==> src/sv/y2b_pkg.sv <==
// Types and BT.601 constants for the YUYV to BGR converter.
// No dependencies.
package y2b_pkg;

   // Fixed-point coefficients, scaled by 2^20
   localparam int FRAC_BITS = 20;
   localparam logic signed [31:0] COEF_Y   = 32'sd1220542;
   localparam logic signed [31:0] COEF_U_B = 32'sd2116026;
   localparam logic signed [31:0] COEF_U_G = -32'sd409993;
   localparam logic signed [31:0] COEF_V_G = -32'sd852492;
   localparam logic signed [31:0] COEF_V_R = 32'sd1673527;
   localparam logic signed [31:0] ROUND_HALF = 32'sd1 <<< (FRAC_BITS - 1);
   localparam logic [7:0] LUMA_BASE = 8'd16;
   localparam logic [7:0] CHAN_MAX  = 8'hff;

   // Luma product: 239 * COEF_Y fits in 29 bits
   localparam int LUMA_PROD_W = 29;

   typedef logic signed [31:0] chan_sum_type;
   typedef logic [LUMA_PROD_W-1:0] luma_prod_type;

   typedef struct packed {
      logic [7:0] luma_first;
      logic [7:0] chroma_blue;
      logic [7:0] luma_second;
      logic [7:0] chroma_red;
   } y2b_req_type;

   typedef struct packed {
      logic [7:0] blue_first;
      logic [7:0] green_first;
      logic [7:0] red_first;
      logic [7:0] blue_second;
      logic [7:0] green_second;
      logic [7:0] red_second;
   } y2b_rsp_type;

   typedef struct packed {
      logic [7:0] blue;
      logic [7:0] green;
      logic [7:0] red;
   } pixel_type;

   // Shared chroma offsets (rounding half included)
   typedef struct packed {
      chan_sum_type b_off;
      chan_sum_type g_off;
      chan_sum_type r_off;
   } chroma_off_type;

   // Per-stage load enables from the top-level pipeline control
   typedef struct packed {
      logic s1;
      logic s2;
   } stage_en_type;

   // Saturate a 2^20-scaled channel sum to 0..255
   function automatic logic [7:0] clip_channel(input chan_sum_type sum);
      logic [7:0] res;
      if (sum[31]) begin
         res = 8'd0;
      end else if (|sum[30:28]) begin
         res = CHAN_MAX;
      end else begin
         res = sum[27:20];
      end
      return res;
   endfunction

endpackage

==> src/sv/y2b_lane.sv <==
// One pixel lane: luma floor and multiply, then add chroma offsets and saturate.
// Depends on y2b_pkg.
module y2b_lane import y2b_pkg::*; (
   input  logic           clock,
   input  stage_en_type   stage_en,
   input  logic [7:0]     luma,
   input  chroma_off_type offsets,
   output pixel_type      pixel
);

   logic [7:0]    y_floor;
   luma_prod_type prod_s1_ff;
   luma_prod_type prod_s2_ff;
   chan_sum_type  y_term;

   // Luma below the video black level counts as black
   assign y_floor = (luma < LUMA_BASE) ? 8'd0 : luma - LUMA_BASE;

   always_ff @(posedge clock) begin
      if (stage_en.s1) begin
         prod_s1_ff <= LUMA_PROD_W'(32'(y_floor) * COEF_Y);
      end
      if (stage_en.s2) begin
         prod_s2_ff <= prod_s1_ff;
      end
   end

   assign y_term = chan_sum_type'({3'b000, prod_s2_ff});

   always_comb begin
      pixel.blue  = clip_channel(y_term + offsets.b_off);
      pixel.green = clip_channel(y_term + offsets.g_off);
      pixel.red   = clip_channel(y_term + offsets.r_off);
   end

endmodule

==> config.mk <==
export PLATFORM = sky130hd
export DESIGN_NAME = y2b_lane
export DESIGN_NICKNAME = d
export VERILOG_FILES = /design/src/sv/y2b_pkg.sv /design/src/sv/y2b_lane.sv
export SDC_FILE = /design/constraint.sdc
export NUM_CORES = 1
export LEC_CHECK = 0
export BUFFER_PORTS_ARGS = -buffer_cell sky130_fd_sc_hd__buf_2
export CELL_PAD_IN_SITES_DETAIL_PLACEMENT = 1
export CELL_PAD_IN_SITES_GLOBAL_PLACEMENT = 1
export CORE_MARGIN = 2
export CORE_UTILIZATION = 45
export DETAILED_ROUTE_END_ITERATION = 8
export PLACE_DENSITY_LB_ADDON = 0.1
export SYNTH_ARGS = -nofsm -noshare
export SYNTH_HDL_FRONTEND = slang
export SYNTH_SLANG_ARGS = --single-unit
==> constraint.sdc <==
create_clock -name clock -period 8.5 [get_ports clock]
set_input_delay 1.275 -clock clock [delete_from_list [all_inputs] [get_ports clock]]
set_output_delay 1.275 -clock clock [all_outputs]
set_load 0.02 [all_outputs]
==> results.md <==
- Power share of the clock group: 0.076
- DRC errors left: 0
- Number of instances resized during post-cts repair: 0
- Critical-path top delay cell: fa_1
- Largest cells by area after synthesis: ha_1, edfxtp_1, fa_1
- Sequential area share after synthesis: 0.227
- Flop pwr share: 0.206
- Max frequency: 142 MHz
- Die X: 132 um
- R2R Setup Slk: 7.84 ns
- Longest Clk Path Bufs: 2
- Final ANT Viol Nets: 0
- Total GRT Usage: 0.227
- Met3 wire length: 686 um
- Post-layout util: 0.531
- Crit-path cells: buf_2, inv_1, ha_1, nor3b_1, nor2_1, buf_4, fa_1, inv_1, fa_1, fa_1, fa_1, inv_1, ha_1, o21a_1, o21a_1, o211a_1, o21ai_1, a31oi_1, a211oi_2, o21ai_1, mux2i_1, a2111oi_0
- Seq. cell area: 1680 um2
- Setup TNS: 0 ns
- CTS tree: yes
- Synthesis-to-layout area growth: 14.6%
- Comb pwr share: 0.718
- DR WL/cell: 17.4 um
- Class of the worst hold path: reg -> reg
- First-pass GRT wire length: 32.6 mm
- Count of final max-slew check failures: 0
- Synth top area share: 0.243
- Final Hold Fails: 0
- CP top delay family: adder cells
- Clk slew on worst S/H paths: 0.07 ns
- Core footprint: 16000 um2
- Syn_area_per_cell: 9.70 um2
- Int Pwr: 1470 uW
- Worst Path Required: 8.56 ns
- Fin crit period: 7.02 ns
- Synth Net Count: 1064
- Port buffer count: 127
- RSZ-0062 raised after global routing: false
- Setup-failing EPs final: 0
- Switching fraction of total power: 0.466
- Post CTS Setup Buffer Count: 0
- Setup crit end kind: flip-flop
- Io pins: 131
- Leakage power: 0.00423 uW
- Synth cell types: 65
- Mapped Cells: 765
- Worst Path Buf+Inv: 5
- Crit path largest cell delay: 0.62 ns
- Post-synth top area cell: ha_1
- PwrDens: 324 nW/um2
- Routability Congestion: 0.891
- Startpoint class of the critical path: input pin
- Metal-1 WL: 8.23 mm
- Initial Util: 0.464
- Tcrit/Tclk final: 0.826
- Clock sinks: 56
- Worst-Skew Late Latency: 0.30 ns
- Arr. time, crit path: 7.08 ns
- Crit-path max FO: 7
- Global route overflow: 0
- Met2 wire len: 10.1 mm
- Vias in the first global route: 6928
- Inserted Clock Buffers: 5
- Root buf cell: clkbuf_16
- Final wirelength: 19.5 mm
- Filler instances: 1951
- Row count: 46
- H-Tree Level Count: 2
- Yosys synthesis warning count: 0
- Dpl hpwl: 17.4 mm
- Hold buffers post-CTS: 0
- Critical Setup Path Class: in -> reg
- Synthesized area: 7420 um2
- Die area: 17500 um2
- EDFF count, synth: 56
- Vias per cell: 5.53
- Measured slew at the worst slew-check pin: 0.642 ns
- Initial DRC count: 250
- Initial antenna violation count: 1
- Die height: 132 um
- Max-slew headroom: 0.561
- Switching power: 1280 uW
- First-pass DRT Iterations: 4
- Most used DFF post-synth: edfxtp_1
- Outcome: finished clean
- Largest net degree at the start of global routing: 29
- Final net count: 1200
- Final Skew: 0.00880 ns
- Most frequent CP cell: fa_1
- Uppermost layer routed: met4
- Ys async rst share: 0
- Ratio of cells with drive above 1 in the final layout: 0.175
- Area of the multi-input gates: 5300 um2
- Max-cap violation count: 0
- Worst VDD drop: 208 uV
- Vias: 6190
- Yosys reg bits: 56
-- power by group through the flow --
stage	Combinational [uW]	Sequential, uW	Clock (uW)
2_1_floorplan	1480	541	0
3_3_place_gp	1830	564	0
3_5_place_dp	1970	571	0
4_1_cts	1990	566	215
5_1_grt	2220	577	222
6_report	1980	566	210
-- Yosys cell counts (4+ instances only) --
library cell,n
a211oi_1,5
a21o_1,29
a21o_2,4
a21oi_1,54
a31oi_1,6
and3_1,6
and4_1,5
edfxtp_1,56
fa_1,48
ha_1,144
inv_1,116
mux2i_1,4
nand2_1,33
nand2b_1,5
nand3_1,23
nand4_1,11
nor2_1,50
nor2b_1,8
nor3_1,11
nor3b_1,5
o2111ai_1,5
o21a_1,7
o21ai_0,21
o21bai_1,4
or3_1,6
xnor2_1,28
xor2_1,14
-- layout make-up --
class	instances	area share
multi-input cells	591	0.623
flip-flops and latches	56	0.198
repair buffers	130	0.0774
inverters	117	0.0516
well taps	216	0.0318
clock buffers	5	0.0147
clock inverters	3	0.00338
diodes	1	0.000294
-- logic make-up after synthesis --
family | Yosys count | synth area share
adder cells (fa/ha/maj) | 192 | 0.372
AO/OA/AOI/OAI | 179 | 0.166
AND/OR/NAND/NOR | 173 | 0.119
buffers and inverters | 118 | 0.0597
flip-flops | 56 | 0.227
XOR/XNOR | 42 | 0.0496
multiplexers | 5 | 0.00691
-- final timing paths --
check	from	end	depth (start not counted)
setup / recovery	luma[4]	prod_s1_ff[27]$_DFFE_PP_	22
hold / removal	prod_s1_ff[14]$_DFFE_PP_	prod_s2_ff[14]$_DFFE_PP_	0
setup reg to reg	prod_s1_ff[7]$_DFFE_PP_	prod_s2_ff[7]$_DFFE_PP_	0
hold reg to reg	prod_s1_ff[14]$_DFFE_PP_	prod_s2_ff[14]$_DFFE_PP_	0
-- state kept, by name, indices dropped and copies added, names as in the netlist --
name and flops:
prod_s1_ff 28, prod_s2_ff 28
-- placed cells by master (no fill, tap or decap), drive strengths merged, types with 4 or more instances in the layout --
master   instances
nand2b           5
and3             6
nor2b            8
nor3b            5
nor3            12
fa              48
and4             5
a21oi           54
buf            130
o21ai           24
xor2            14
clkbuf           5
a21o            33
a211oi           7
a2111oi          6
or3              6
o2111ai          5
nand2           33
o21a             7
mux2i            4
nand3           24
edfxtp          56
nand4           11
inv            120
xnor2           28
a31oi            6
nor2            50
o21bai           4
ha             144
-- per-stage QoR --
step | cells | total power, uW | setup WS [ns] | instance area, um2 | hold slack [ns]
2_1_floorplan | 765 | 2020 | 1.77 | 7420 | 0.400
3_3_place_gp | 1110 | 2400 | 1.42 | 8350 | 0.401
3_5_place_dp | 1110 | 2540 | 1.14 | 8350 | 0.406
4_1_cts | 1118 | 2770 | 1.42 | 8500 | 0.422
5_1_grt | 1119 | 3020 | 1.06 | 8500 | 0.430
6_report | 1119 | 2750 | 1.48 | 8500 | 0.421
-- per-layer routing --
metal  vias up  track usage
met5         -            0
met4         0       0.0651
met3        29       0.0176
met2       127        0.439
met1      3004        0.266
li1       3030            -
Note: power is estimated with default switching activity, not from simulation.
