$ cat config.mk
export PLATFORM = sky130hd
export DESIGN_NAME = y2b_chroma
export DESIGN_NICKNAME = d
export VERILOG_FILES = /design/src/sv/y2b_pkg.sv /design/src/sv/y2b_chroma.sv
export SDC_FILE = /design/constraint.sdc
export NUM_CORES = 1
export LEC_CHECK = 0
export BUFFER_PORTS_ARGS = -buffer_cell sky130_fd_sc_hd__buf_2
export CAP_MARGIN = 15
export CORE_MARGIN = 8
export CORE_UTILIZATION = 45
export CTS_CLUSTER_SIZE = 28
export DETAILED_ROUTE_END_ITERATION = 12
export GPL_ROUTABILITY_DRIVEN = 1
export GPL_TIMING_DRIVEN = 1
export PLACE_DENSITY_LB_ADDON = 0.25
export SETUP_SLACK_MARGIN = 0.3
export SYNTH_ARGS = -nofsm -noshare
export SYNTH_HDL_FRONTEND = slang
export SYNTH_SLANG_ARGS = --single-unit
$ cat constraint.sdc
create_clock -name clock -period 8.1 [get_ports clock]
set_clock_uncertainty 0.15 [all_clocks]
set_input_delay 0.81 -clock clock [delete_from_list [all_inputs] [get_ports clock]]
set_output_delay 0.81 -clock clock [all_outputs]
set_load 0.005 [all_outputs]
$ cat src/sv/y2b_pkg.sv
// Types and BT.601 constants for the YUYV to BGR converter.
// No dependencies.
package y2b_pkg;

   // Fixed-point coefficients, scaled by 2^20
   localparam int FRAC_BITS = 20;
   localparam logic signed [31:0] COEF_Y   = 32'sd1220542;
   localparam logic signed [31:0] COEF_U_B = 32'sd2116026;
   localparam logic signed [31:0] COEF_U_G = -32'sd409993;
   localparam logic signed [31:0] COEF_V_G = -32'sd852492;
   localparam logic signed [31:0] COEF_V_R = 32'sd1673527;
   localparam logic signed [31:0] ROUND_HALF = 32'sd1 <<< (FRAC_BITS - 1);
   localparam logic [7:0] LUMA_BASE = 8'd16;
   localparam logic [7:0] CHAN_MAX  = 8'hff;

   // Luma product: 239 * COEF_Y fits in 29 bits
   localparam int LUMA_PROD_W = 29;

   typedef logic signed [31:0] chan_sum_type;
   typedef logic [LUMA_PROD_W-1:0] luma_prod_type;

   typedef struct packed {
      logic [7:0] luma_first;
      logic [7:0] chroma_blue;
      logic [7:0] luma_second;
      logic [7:0] chroma_red;
   } y2b_req_type;

   typedef struct packed {
      logic [7:0] blue_first;
      logic [7:0] green_first;
      logic [7:0] red_first;
      logic [7:0] blue_second;
      logic [7:0] green_second;
      logic [7:0] red_second;
   } y2b_rsp_type;

   typedef struct packed {
      logic [7:0] blue;
      logic [7:0] green;
      logic [7:0] red;
   } pixel_type;

   // Shared chroma offsets (rounding half included)
   typedef struct packed {
      chan_sum_type b_off;
      chan_sum_type g_off;
      chan_sum_type r_off;
   } chroma_off_type;

   // Per-stage load enables from the top-level pipeline control
   typedef struct packed {
      logic s1;
      logic s2;
   } stage_en_type;

   // Saturate a 2^20-scaled channel sum to 0..255
   function automatic logic [7:0] clip_channel(input chan_sum_type sum);
      logic [7:0] res;
      if (sum[31]) begin
         res = 8'd0;
      end else if (|sum[30:28]) begin
         res = CHAN_MAX;
      end else begin
         res = sum[27:20];
      end
      return res;
   endfunction

endpackage

$ cat src/sv/y2b_chroma.sv
// Shared chroma unit: centers Cb/Cr, multiplies, forms per-channel offsets.
// Depends on y2b_pkg. Two register stages.
module y2b_chroma import y2b_pkg::*; (
   input  logic           clock,
   input  stage_en_type   stage_en,
   input  logic [7:0]     chroma_blue,
   input  logic [7:0]     chroma_red,
   output chroma_off_type offsets
);

   logic signed [7:0] u_c;
   logic signed [7:0] v_c;
   chan_sum_type ub_ff, ug_ff, vg_ff, vr_ff;
   chroma_off_type off_ff, off_in;

   // x - 128 on a byte is a flip of the top bit
   assign u_c = $signed({~chroma_blue[7], chroma_blue[6:0]});
   assign v_c = $signed({~chroma_red[7], chroma_red[6:0]});

   always_ff @(posedge clock) begin
      if (stage_en.s1) begin
         ub_ff <= chan_sum_type'(32'(u_c) * COEF_U_B);
         ug_ff <= chan_sum_type'(32'(u_c) * COEF_U_G);
         vg_ff <= chan_sum_type'(32'(v_c) * COEF_V_G);
         vr_ff <= chan_sum_type'(32'(v_c) * COEF_V_R);
      end
   end

   always_comb begin
      off_in.b_off = ROUND_HALF + ub_ff;
      off_in.g_off = ROUND_HALF + vg_ff + ug_ff;
      off_in.r_off = ROUND_HALF + vr_ff;
   end

   always_ff @(posedge clock) begin
      if (stage_en.s2) begin
         off_ff <= off_in;
      end
   end

   assign offsets = off_ff;

endmodule

==> results of run 1 <==
[cells in the final DEF, fill, tap and decap left out, drive strengths merged, types with 4 or more instances in the layout]
master / Yosys / final
a2111oi: 5 / 5
a211oi: 8 / 8
a21boi: 4 / 4
a31oi: 10 / 10
nand2: 39 / 39
nand2b: 16 / 16
fa: 167 / 167
buf: 2 / 115
xnor2: 106 / 106
and3: 8 / 8
edfxtp: 207 / 207
o21ai: 53 / 53
and2: 4 / 4
clkinv: 1 / 6
a221oi: 6 / 6
a21o: 44 / 44
o31ai: 5 / 5
ha: 298 / 298
nor2b: 11 / 11
o21a: 16 / 16
and4: 4 / 4
or2: 10 / 10
o211ai: 9 / 9
nand3: 24 / 24
o21bai: 28 / 28
nor3b: 4 / 4
nor2: 53 / 53
clkbuf: 6 / 30
nand4: 13 / 13
a31o: 4 / 4
a21oi: 97 / 97
xor2: 28 / 28
nor3: 15 / 15
inv: 321 / 324
[synth_stat cells, types with 4 or more instances]
cell type	n	share of area [%]
nand4_1	13	0.43
and3_1	8	0.26
nor2_1	53	1.1
a31oi_1	10	0.33
or2_2	8	0.26
clkbuf_1	6	0.12
fa_1	167	18
nand3_1	24	0.64
xnor2_1	106	4.9
nand2_1	39	0.78
nor3_1	15	0.40
a211oi_2	6	0.40
o21ai_1	20	0.53
ha_1	298	20
and4_1	4	0.19
o21ai_0	32	0.85
nor2b_1	11	0.36
a21o_1	44	1.7
nand2b_1	16	0.53
a2111oi_0	4	0.19
a21oi_1	96	2.5
o21bai_1	28	1.1
o31ai_1	5	0.20
o211ai_1	9	0.36
edfxtp_1	207	33
and2_1	4	0.13
o21a_1	16	0.64
inv_1	321	6.4
xor2_1	28	1.3
nor3b_1	4	0.16
[layer usage]
| metal | vias up | wire (um) |
|---|---|---|
| met5 | - | 0 |
| met4 | 0 | 962 |
| met3 | 47 | 1940 |
| met2 | 237 | 19000 |
| met1 | 5886 | 21600 |
| li1 | 5983 | - |
[metrics by stage]
step	std cells	hold WS [ns]	util, %	worst slack (ns)	total power, mW
CTS	2349	0.267	50.2	2.53	8.73
detailed placement	2306	0.255	48.3	2.02	7.52
floorplan	1660	0.250	-	2.81	6.10
global placement	2306	0.253	48.3	2.03	7.50
finish	2349	0.264	50.2	2.50	8.67
global route	2349	0.272	50.2	2.15	9.46
[power by group]
group / internal [mW] / switching, mW / leakage [nW]
sequential: 1.95 / 0.168 / 2.03
clock: 0.649 / 0.445 / 0.379
combinational: 2.35 / 3.11 / 7.42
total: 4.95 / 3.72 / 9.82
[worst max path at each step]
stage                        start             endpoint  slack [ns]
global placement    chroma_blue[1]  ug_ff[24]$_DFFE_PP_        2.03
global route        chroma_blue[1]  ug_ff[24]$_DFFE_PP_        2.15
finish              chroma_blue[1]  ug_ff[24]$_DFFE_PP_        2.50
CTS                 chroma_blue[1]  ug_ff[24]$_DFFE_PP_        2.53
detailed placement  chroma_blue[1]  ug_ff[24]$_DFFE_PP_        2.02
floorplan           chroma_blue[2]  ub_ff[27]$_DFFE_PP_        2.81
[sequential cells by signal, summed over array words and instances, names as in the netlist]
signal	flops
offsets	94
ub_ff	29
ug_ff	28
vr_ff	30
vg_ff	26
[critical path: cells and delay by family]
kind	cells	cell delay (ns)
adders and majority gates	5	2.44
xor gates and xnor gates	1	0.15
AOI/OAI and AO/OA	5	1.30
buffers and inverters	6	0.77
and+or+nand+nor	1	0.25
[cells by family (layout without fill, tap and decap cells)]
| logic type | Yosys count | after routing | synth area share, % |
|---|---|---|---|
| AO/OA/AOI/OAI | 310 | 310 | 11.0 |
| XOR/XNOR | 134 | 134 | 6.21 |
| adder cells (fa/ha/maj) | 465 | 465 | 37.4 |
| buffers and inverters | 330 | 480 | 6.60 |
| flip-flops | 207 | 207 | 32.9 |
| multiplexers | 2 | 2 | 0.106 |
| other | 1 | 1 | 0.0199 |
| AND/OR/NAND/NOR | 211 | 211 | 5.66 |
[layout make-up]
type / count / area [um2]
multi-input cells: 1123 / 11400
flip-flops and latches: 207 / 6220
well taps: 539 / 674
clock buffers: 30 / 623
fillers: 3765 / 20800
inverters: 322 / 1210
clock inverters: 13 / 171
repair buffers: 115 / 586
==> run metrics, run 1 <==
Post-Synthesis Cells=1660; post-synthesis sequential area ratio=32.9%; M1 GR Usage=25.6%; PwrDens=415 nW/um2; ant diodes=0; TritonCTS Buffers=24; fin. max-slew vios=0; CP cell instances=buf_2, inv_1, ha_1, inv_1, fa_1, inv_1, fa_1, inv_1, fa_1, inv_1, ha_1, and3_1, a2111oi_0, a21oi_1, a211o_1, a21oi_1, o21ai_1, xor2_1; CP endpoint kind=register; capturing point of the worst reg2reg path=offsets[61]$_DFFE_PP_; Top cell by count, worst path=inv_1; Initial Util=45.3%; Nets=2277; Main synth FF type=edfxtp_1; RSZ-0062 raised after global routing=no; post-route cell area=20900 um2; Avg Inst Size Synth=11.4 um2; Post-synth EDFFs=207; DRT Pass-1 Iters=5; TritonCTS clock tree=yes; slowest CP cell=ha_1; Setup TNS Final=0 ns; Slew @ Worst Pin=1.04 ns; YS warnings=0; min Tclk post-route=5.60 ns; r2r worst-path depth=11; # setup viols final=0; largest net degree at the start of global routing=76; H-Tree Depth=1; clock buffer depth=3; P&R area growth vs syn=10.7%; IO Port Bufs=113; critical path required time=8.23 ns; worst reg-to-reg setup slack=4.34 ns; worst skew pair latency=0.53 ns; max-slew headroom at the worst pin=30.5%; Critical Path Start Type=input pin; Hold Path Sink=offsets[3]$_DFFE_PP_; post-synth cell types=65; met2 usage=27.9%; num rows=75; Core ar.=41700 um2; Hold Crit Start=vr_ff[3]$_DFFE_PP_; Via Count=12200; cell count of the worst hold path=0; met3 usage=3.27%; total track usage=17.9%; Vias/cell=5.17; Worst VDD drop=0.306 mV; Routed WL=43500 um; WS Path Type=in2reg; Die Span Y=221 um; I/O pins=115; DRC Markers=0; RD Place Congestion=0.917; vias in the first global route=12900; initial antenna violation count=0; full die area=48800 um2; grt ovf=0; CTS root buf=clkbuf_16; placed cell areas=20100 um2; busiest grt layer=met2; Async S/R FF share, synth=0%; Post-Syn Nets=2144; setup bufs post-CTS=0; Worst EP arrival=5.73 ns; status=finished, final reports clean; fmax=178 MHz; post-CTS sizing=0; maxcap violations=0; critical path fanouts, max=11; register bit count reported by yosys=207; hpwl dp=35500 um; CTS Hold Bufs=0; final period utilization=69.2%; synthesized cell area=18900 um2; post-route antenna net violation count=0; Hold Violations, Final=0; ratio of cells with drive above 1 in the final layout=9.72%; Hold Crit Class=reg2reg; Clock transition at path regs=0.06 ns; Worst path max stage delay=0.56 ns; clock sink count=207; drt first-iter violations=670; worst r2r src=vg_ff[3]$_DFFE_PP_; Leak=9.82 nW; first-pass GRT wire length=70600 um; DR WL/cell=18.5 um; Die Width=221 um
(Power assumes the default switching activity.)
==> run 2, diff against run 1 <==
Settings changed: ABC_AREA from default to 1.
Clock period 8.1 ns to 5.5 ns, I/O delays scaled along.
==> run 2 against run 1 <==
Compared with the run above:
- worst hold slack got worse by 0.10 ns
- utilization is 0.081 points lower
- largest cell class unchanged
- critical path depth is 1 higher
- wire length is 36% higher
- total power is 74% higher
- sequential power grew 47%
- synthesized cell count grew 60%
- sequential cell count did not move
- combinational power grew 89%
- clock-buffer cell count grew 2
==> run metrics, run 2 <==
Slew @ Worst Pin=1.14 ns (+0.0999 ns); Async S/R FF share, synth=0% (unchanged); Die Width=238 um (+7.5%); synthesized cell area=22100 um2 (+17%); Avg Inst Size Synth=8.29 um2 (-27%); number of flip-flops in the largest register=94 (unchanged); TritonCTS Buffers=26 (+8.3%); CTS Hold Bufs=0 (unchanged); post-route cell area=24400 um2 (+17%); YS warnings=0 (unchanged); Hold WS=0.162 ns (-0.101 ns); Critical Path Start Type=input pin; status=finished, final reports clean; post-route antenna net violation count=0 (unchanged); post-synth cell types=34 (-48%); most frequent cells in the layout=730 x nand2_1, 613 x inv_1, 298 x ha_1; IO Port Bufs=113 (unchanged); Post-synth EDFFs=207 (unchanged); vias in the first global route=17600 (+37%); Clock transition at path regs=0.07 ns (about the same); final period utilization=82.0%; first-pass GRT wire length=94500 um (+34%); TritonCTS clock tree=yes; Core ar.=48600 um2 (+17%); PwrDens=620 nW/um2 (+49%); I/O pins=115 (unchanged); Post-Syn Nets=3148 (+47%); Via Count=17000 (+40%); Synth area leader=edfxtp_1; DRT Pass-1 Iters=5 (unchanged); critical path fanouts, max=6 (-5); H-Tree Depth=1 (unchanged); ratio of cells with drive above 1 in the final layout=8.99% (-0.74 points); Vias/cell=4.93 (-4.8%); Leak=13.0 nW (+32%); RSZ-0062 raised after global routing=no; WS Path Type=in2reg; Post-Synthesis Cells=2664 (+60%); clock sink count=207 (unchanged); RD Place Congestion=0.942 (+2.7%); drt first-iter violations=824 (+23%); fmax=222 MHz; Main synth FF type=edfxtp_1; DR WL/cell=17.1 um (-7.8%); worst skew pair latency=0.56 ns (+0.03 ns); Hold Crit Class=in2reg; setup bufs post-CTS=0 (unchanged); grt ovf=0 (unchanged); post-synthesis sequential area ratio=28.2% (-4.8 points); share of the synthesized area in the top cell type=28.2% (-4.8 points); post-CTS sizing=0 (unchanged); Worst EP arrival=4.66 ns (-1.07 ns); CTS root buf=clkbuf_16; Initial Util=45.4% (+0.055 points); FF+latch area=6220 um2 (unchanged); multi-input logic area=13500 um2 (+18%); # setup viols final=0 (unchanged); clock buffer depth=3 (unchanged); P&R area growth vs syn=10.4%; register bit count reported by yosys=207 (unchanged); Routed WL=59000 um (+36%); commonest non-fill, non-tap cell in the layout=nand2_1; synth cell count leaders=730 x nand2_1, 613 x inv_1, 298 x ha_1; max-slew headroom at the worst pin=24.3% (-6.2 points); Die Span Y=238 um (+7.5%); fin. max-slew vios=0 (unchanged); Final Total Pwr=15.1 mW (+74%); largest net degree at the start of global routing=70 (-7.9%); placed cell areas=23500 um2 (+17%); ant diodes=0 (unchanged); cell with the most instances after synthesis=nand2_1; CP endpoint kind=register; worst reg-to-reg setup slack=2.71 ns (-1.63 ns); Hold Violations, Final=0 (unchanged); Nets=3301 (+45%); full die area=56400 um2 (+16%); num rows=81 (+8.0%); Setup TNS Final=0 ns (unchanged); min Tclk post-route=4.51 ns; DRC Markers=0 (unchanged); Worst VDD drop=0.405 mV (+32%); initial antenna violation count=1 (+1); maxcap violations=0 (unchanged); Final Core Density=50.1% (-0.081 points); Area contributors post-synth=edfxtp_1 28%, ha_1 17%, fa_1 15%, nand2_1 12%, inv_1 10%; hpwl dp=50000 um (+41%); critical path required time=5.65 ns (-2.58 ns); total track usage=21.1% (+3.2 points); fill cell count=4757 (+26%)
==> run 2: cell count changes in the layout (fill, tap and decap cells not counted), sizes merged, moves of 41 or more <==
cell	before	now
xnor2	106	31
nand2	39	748
a21o	44	3
nor2	53	164
nand4	13	55
nand3	24	128
inv	324	632
==> run 2: power breakdown <==
group	total, mW	internal (mW)	switching (mW)
Sequential	3.11	2.84	0.272
Clock	1.71	0.965	0.742
Combinational	10.3	3.53	6.76
==> run 2: worst paths after layout <==
kind                                     startpoint                     to  cells past startpoint
worst max-delay path                 chroma_blue[6]    ug_ff[24]$_DFFE_PP_                     19
worst min-delay path                  chroma_red[7]    vr_ff[30]$_DFFE_PP_                      3
worst max register to register   vr_ff[0]$_DFFE_PP_  offsets[57]$_DFFE_PP_                     11
worst min register to register  vr_ff[15]$_DFFE_PP_  offsets[15]$_DFFE_PP_                      0
==> run 2: kinds of logic after synthesis <==
group	after synthesis	synth area share (%)
other	1	0.0170
AND/OR/NAND/NOR	1145	22.3
AO/OA/AOI/OAI	120	2.94
adder cells (fa/ha/maj)	465	32.0
XOR/XNOR	97	3.85
flip-flops	207	28.2
buffers and inverters	629	10.7
==> run 2: layout make-up <==
type | count | share of cell area, %
clock buffer | 32 | 2.85
clock inverter | 16 | 0.637
inverter | 627 | 9.66
multi-input combinational | 1828 | 55.4
sequential | 207 | 25.5
tap | 622 | 3.19
timing repair buffer | 127 | 2.77
==> run 2: metrics by stage <==
step / instances / setup slack, ns
final: 3459 / 0.991
after CTS: 3459 / 1.01
after global placement: 3411 / 0.448
after detailed placement: 3411 / 0.429
after global routing: 3459 / 0.702
after floorplan: 2664 / 0.945
==> run 2: metal layers <==
| metal | global-route usage [%] | vias to the layer above | part of all wire (%) |
|---|---|---|---|
| li1 | - | 8639 | - |
| met1 | 27.8 | 7904 | 45 |
| met2 | 35.0 | 392 | 45 |
| met3 | 3.00 | 108 | 5.2 |
| met4 | 7.79 | 0 | 3.9 |
| met5 | 0 | - | 0 |
==> run 2: critical path, stage by stage <==
cell and delay (ns):
buf_2 0.14, inv_1 0.18, fa_1 0.67, inv_1 0.09, fa_1 0.56, inv_1 0.09, fa_1 0.51, inv_1 0.05
fa_1 0.55, inv_1 0.05, ha_1 0.36, nand2_1 0.15, inv_1 0.05, a21oi_1 0.27, nand2_1 0.09, nand2_1 0.09
nand3_1 0.08, nand2_1 0.07, nand2_1 0.04
==> run 3, diff against run 2 <==
Clock period 5.5 ns to 4.4 ns, I/O delays scaled along.
==> run 3 against run 2 <==
Compared with the run above:
- sequential cell count did not move
- first-iteration DRC count rose by 10%
- critical endpoint is now ug_ff[25]$_DFFE_PP_
- critical path depth did not move
- setup slack got worse by 0.52 ns
- sequential power rose by 25%
- worst hold slack got worse by 0.080 ns
- clock power rose by 23%
- wire length rose by 0.55%
==> run metrics, run 3 (synthesized netlist as in run 2, its figures left out) <==
fill cell count=4572 (-3.9%); Hold Crit Class=in2reg; WS Path Type=in2reg; maxcap violations=0 (unchanged); critical path required time=4.56 ns (-1.09 ns); DRC Markers=0 (unchanged); initial antenna violation count=0 (-1); number of flip-flops in the largest register=94 (unchanged); Core ar.=48600 um2 (unchanged); grt ovf=0 (unchanged); status=finished, final reports clean; IO Port Bufs=113 (unchanged); clock sink count=207 (unchanged); Clock transition at path regs=0.06 ns (about the same); commonest non-fill, non-tap cell in the layout=nand2_1; TritonCTS clock tree=yes; most frequent cells in the layout=729 x nand2_1, 606 x inv_1, 292 x ha_1; total track usage=21.3% (+0.21 points); Nets=3459 (+4.8%); Worst EP arrival=4.09 ns (-0.57 ns); drt first-iter violations=910 (+10%); Initial Util=45.4% (unchanged); Cell Count, Final, Fillers Out=3617 (+4.6%); Worst VDD drop=0.491 mV (+21%); Final Core Density=52.8% (+2.7 points); PwrDens=779 nW/um2 (+26%); min Tclk post-route=3.93 ns; DR WL/cell=16.4 um (-3.8%); Slew @ Worst Pin=0.758 ns (-0.378 ns); fmax=255 MHz; ratio of cells with drive above 1 in the final layout=14.6% (+5.6 points); RD Place Congestion=0.951 (+0.91%); CP cell instances=buf_2, clkinvlp_4, fa_1, inv_1, fa_1, inv_2, fa_1, inv_1, fa_1, inv_2, ha_4, nand2_4, buf_4, nor2_2, inv_2, nor3_2, nand3_1, nand4_1, nand2_1; Routed WL=59300 um (+0.55%); hpwl dp=50900 um (+1.8%); combinational share of power=70.1% (+2.0 points); fin. max-slew vios=0 (unchanged); clock buffer depth=3 (unchanged); ant diodes=0 (unchanged); switching power total=9.97 mW (+28%); Via Count=17700 (+4.1%); slowest CP cell=fa_1; I/O pins=115 (unchanged); max-slew headroom at the worst pin=49.5% (+25 points); Leak=13.7 nW (+5.9%); full die area=56400 um2 (unchanged); Top cell by count, worst path=fa_1; first-pass GRT wire length=96200 um (+1.8%); final period utilization=89.3%; dpl cells=3567 (+4.6%); Die Width=238 um (unchanged); TritonCTS Buffers=26 (unchanged); Worst Path Buf+Inv=8 (+1); DRT Pass-1 Iters=5 (unchanged); P&R area growth vs syn=16.3%; CP endpoint kind=register; sequential share of power=19.4% (-1.2 points); num rows=81 (unchanged); Sw Ratio=49.8% (-1.6 points); RSZ-0062 raised after global routing=no; Hold Violations, Final=0 (unchanged); worst skew pair latency=0.56 ns (about the same); largest net degree at the start of global routing=51 (-27%); CP top delay family=adder cells; vias in the first global route=18200 (+3.2%); H-Tree Depth=1 (unchanged); post-route antenna net violation count=0 (unchanged); Vias/cell=4.90 (-0.46%); Critical Path Start Type=input pin; cell-internal power=10.0 mW (+37%); critical path fanouts, max=5 (-1); Die Span Y=238 um (unchanged); clock network power share=10.5% (-0.8 points); CTS root buf=clkbuf_16; # setup viols final=0 (unchanged); Worst path max stage delay=0.60 ns (-0.07 ns)
[run 3: stage by stage]
stage / area (um2) / power [mW] / setup slack [ns] / hold slack (ns) / setup TNS [ns]
after floorplan: 22200 / 12.9 / 0.252 / 0.250 / 0
after detailed placement: 24800 / 17.8 / -0.0937 / 0.255 / -0.427
after global routing: 25700 / 22.0 / 0.301 / 0.0721 / 0
after CTS: 25700 / 20.1 / 0.472 / 0.0443 / 0
final: 25700 / 20.0 / 0.472 / 0.0823 / 0
after global placement: 24800 / 17.6 / -0.0409 / 0.252 / -0.183
[run 3: what timing repair did]
item / CTS / global route
gates resized for setup: 0 / 4
hold buffers: 0 / 0
buffers inserted: 0 / 2
hold endpoints to repair: 0 / 0
endpoints found under the setup margin: 0 / 5
[run 3: final timing paths]
kind / slack, ns / start / to / cells after the start
worst max-delay path: 0.47 / chroma_blue[6] / ug_ff[25]$_DFFE_PP_ / 19
worst max register to register: 1.35 / vg_ff[3]$_DFFE_PP_ / offsets[51]$_DFFE_PP_ / 9
worst min-delay path: 0.08 / chroma_red[7] / vr_ff[30]$_DFFE_PP_ / 3
worst min register to register: 0.27 / vr_ff[17]$_DFFE_PP_ / offsets[17]$_DFFE_PP_ / 0
[run 3: layout make-up]
cell class	count	area [um2]	share of cell area, %
multi-input cells	1828	13600	52.9
flip-flops and latches	207	6220	24.2
inverters	627	2360	9.19
repair buffers	285	1910	7.44
well taps	622	778	3.03
clock buffers	31	691	2.69
clock inverters	17	146	0.570
[run 3: power by group through the flow]
stage	Combinational [mW]	Clock (mW)	Sequential [mW]
after global placement	13.7	0	3.93
after detailed placement	13.8	0	3.93
after CTS	14.0	2.18	3.90
final	14.0	2.11	3.88
after global routing	15.8	2.25	3.95
after floorplan	9.09	0	3.80
[run 3: worst min-delay path, cell delays in order]
cell	delay [ns]
buf_2	0.13
nand2_1	0.07
nand2_1	0.05
[run 3: routing by layer]
layer / part of all wire (%) / track usage (%) / vias up
met5: 0 / 0 / -
met4: 3.4 / 7.21 / 0
met3: 4.3 / 2.20 / 106
met2: 46 / 35.2 / 397
met1: 47 / 29.0 / 8283
li1: - / - / 8954
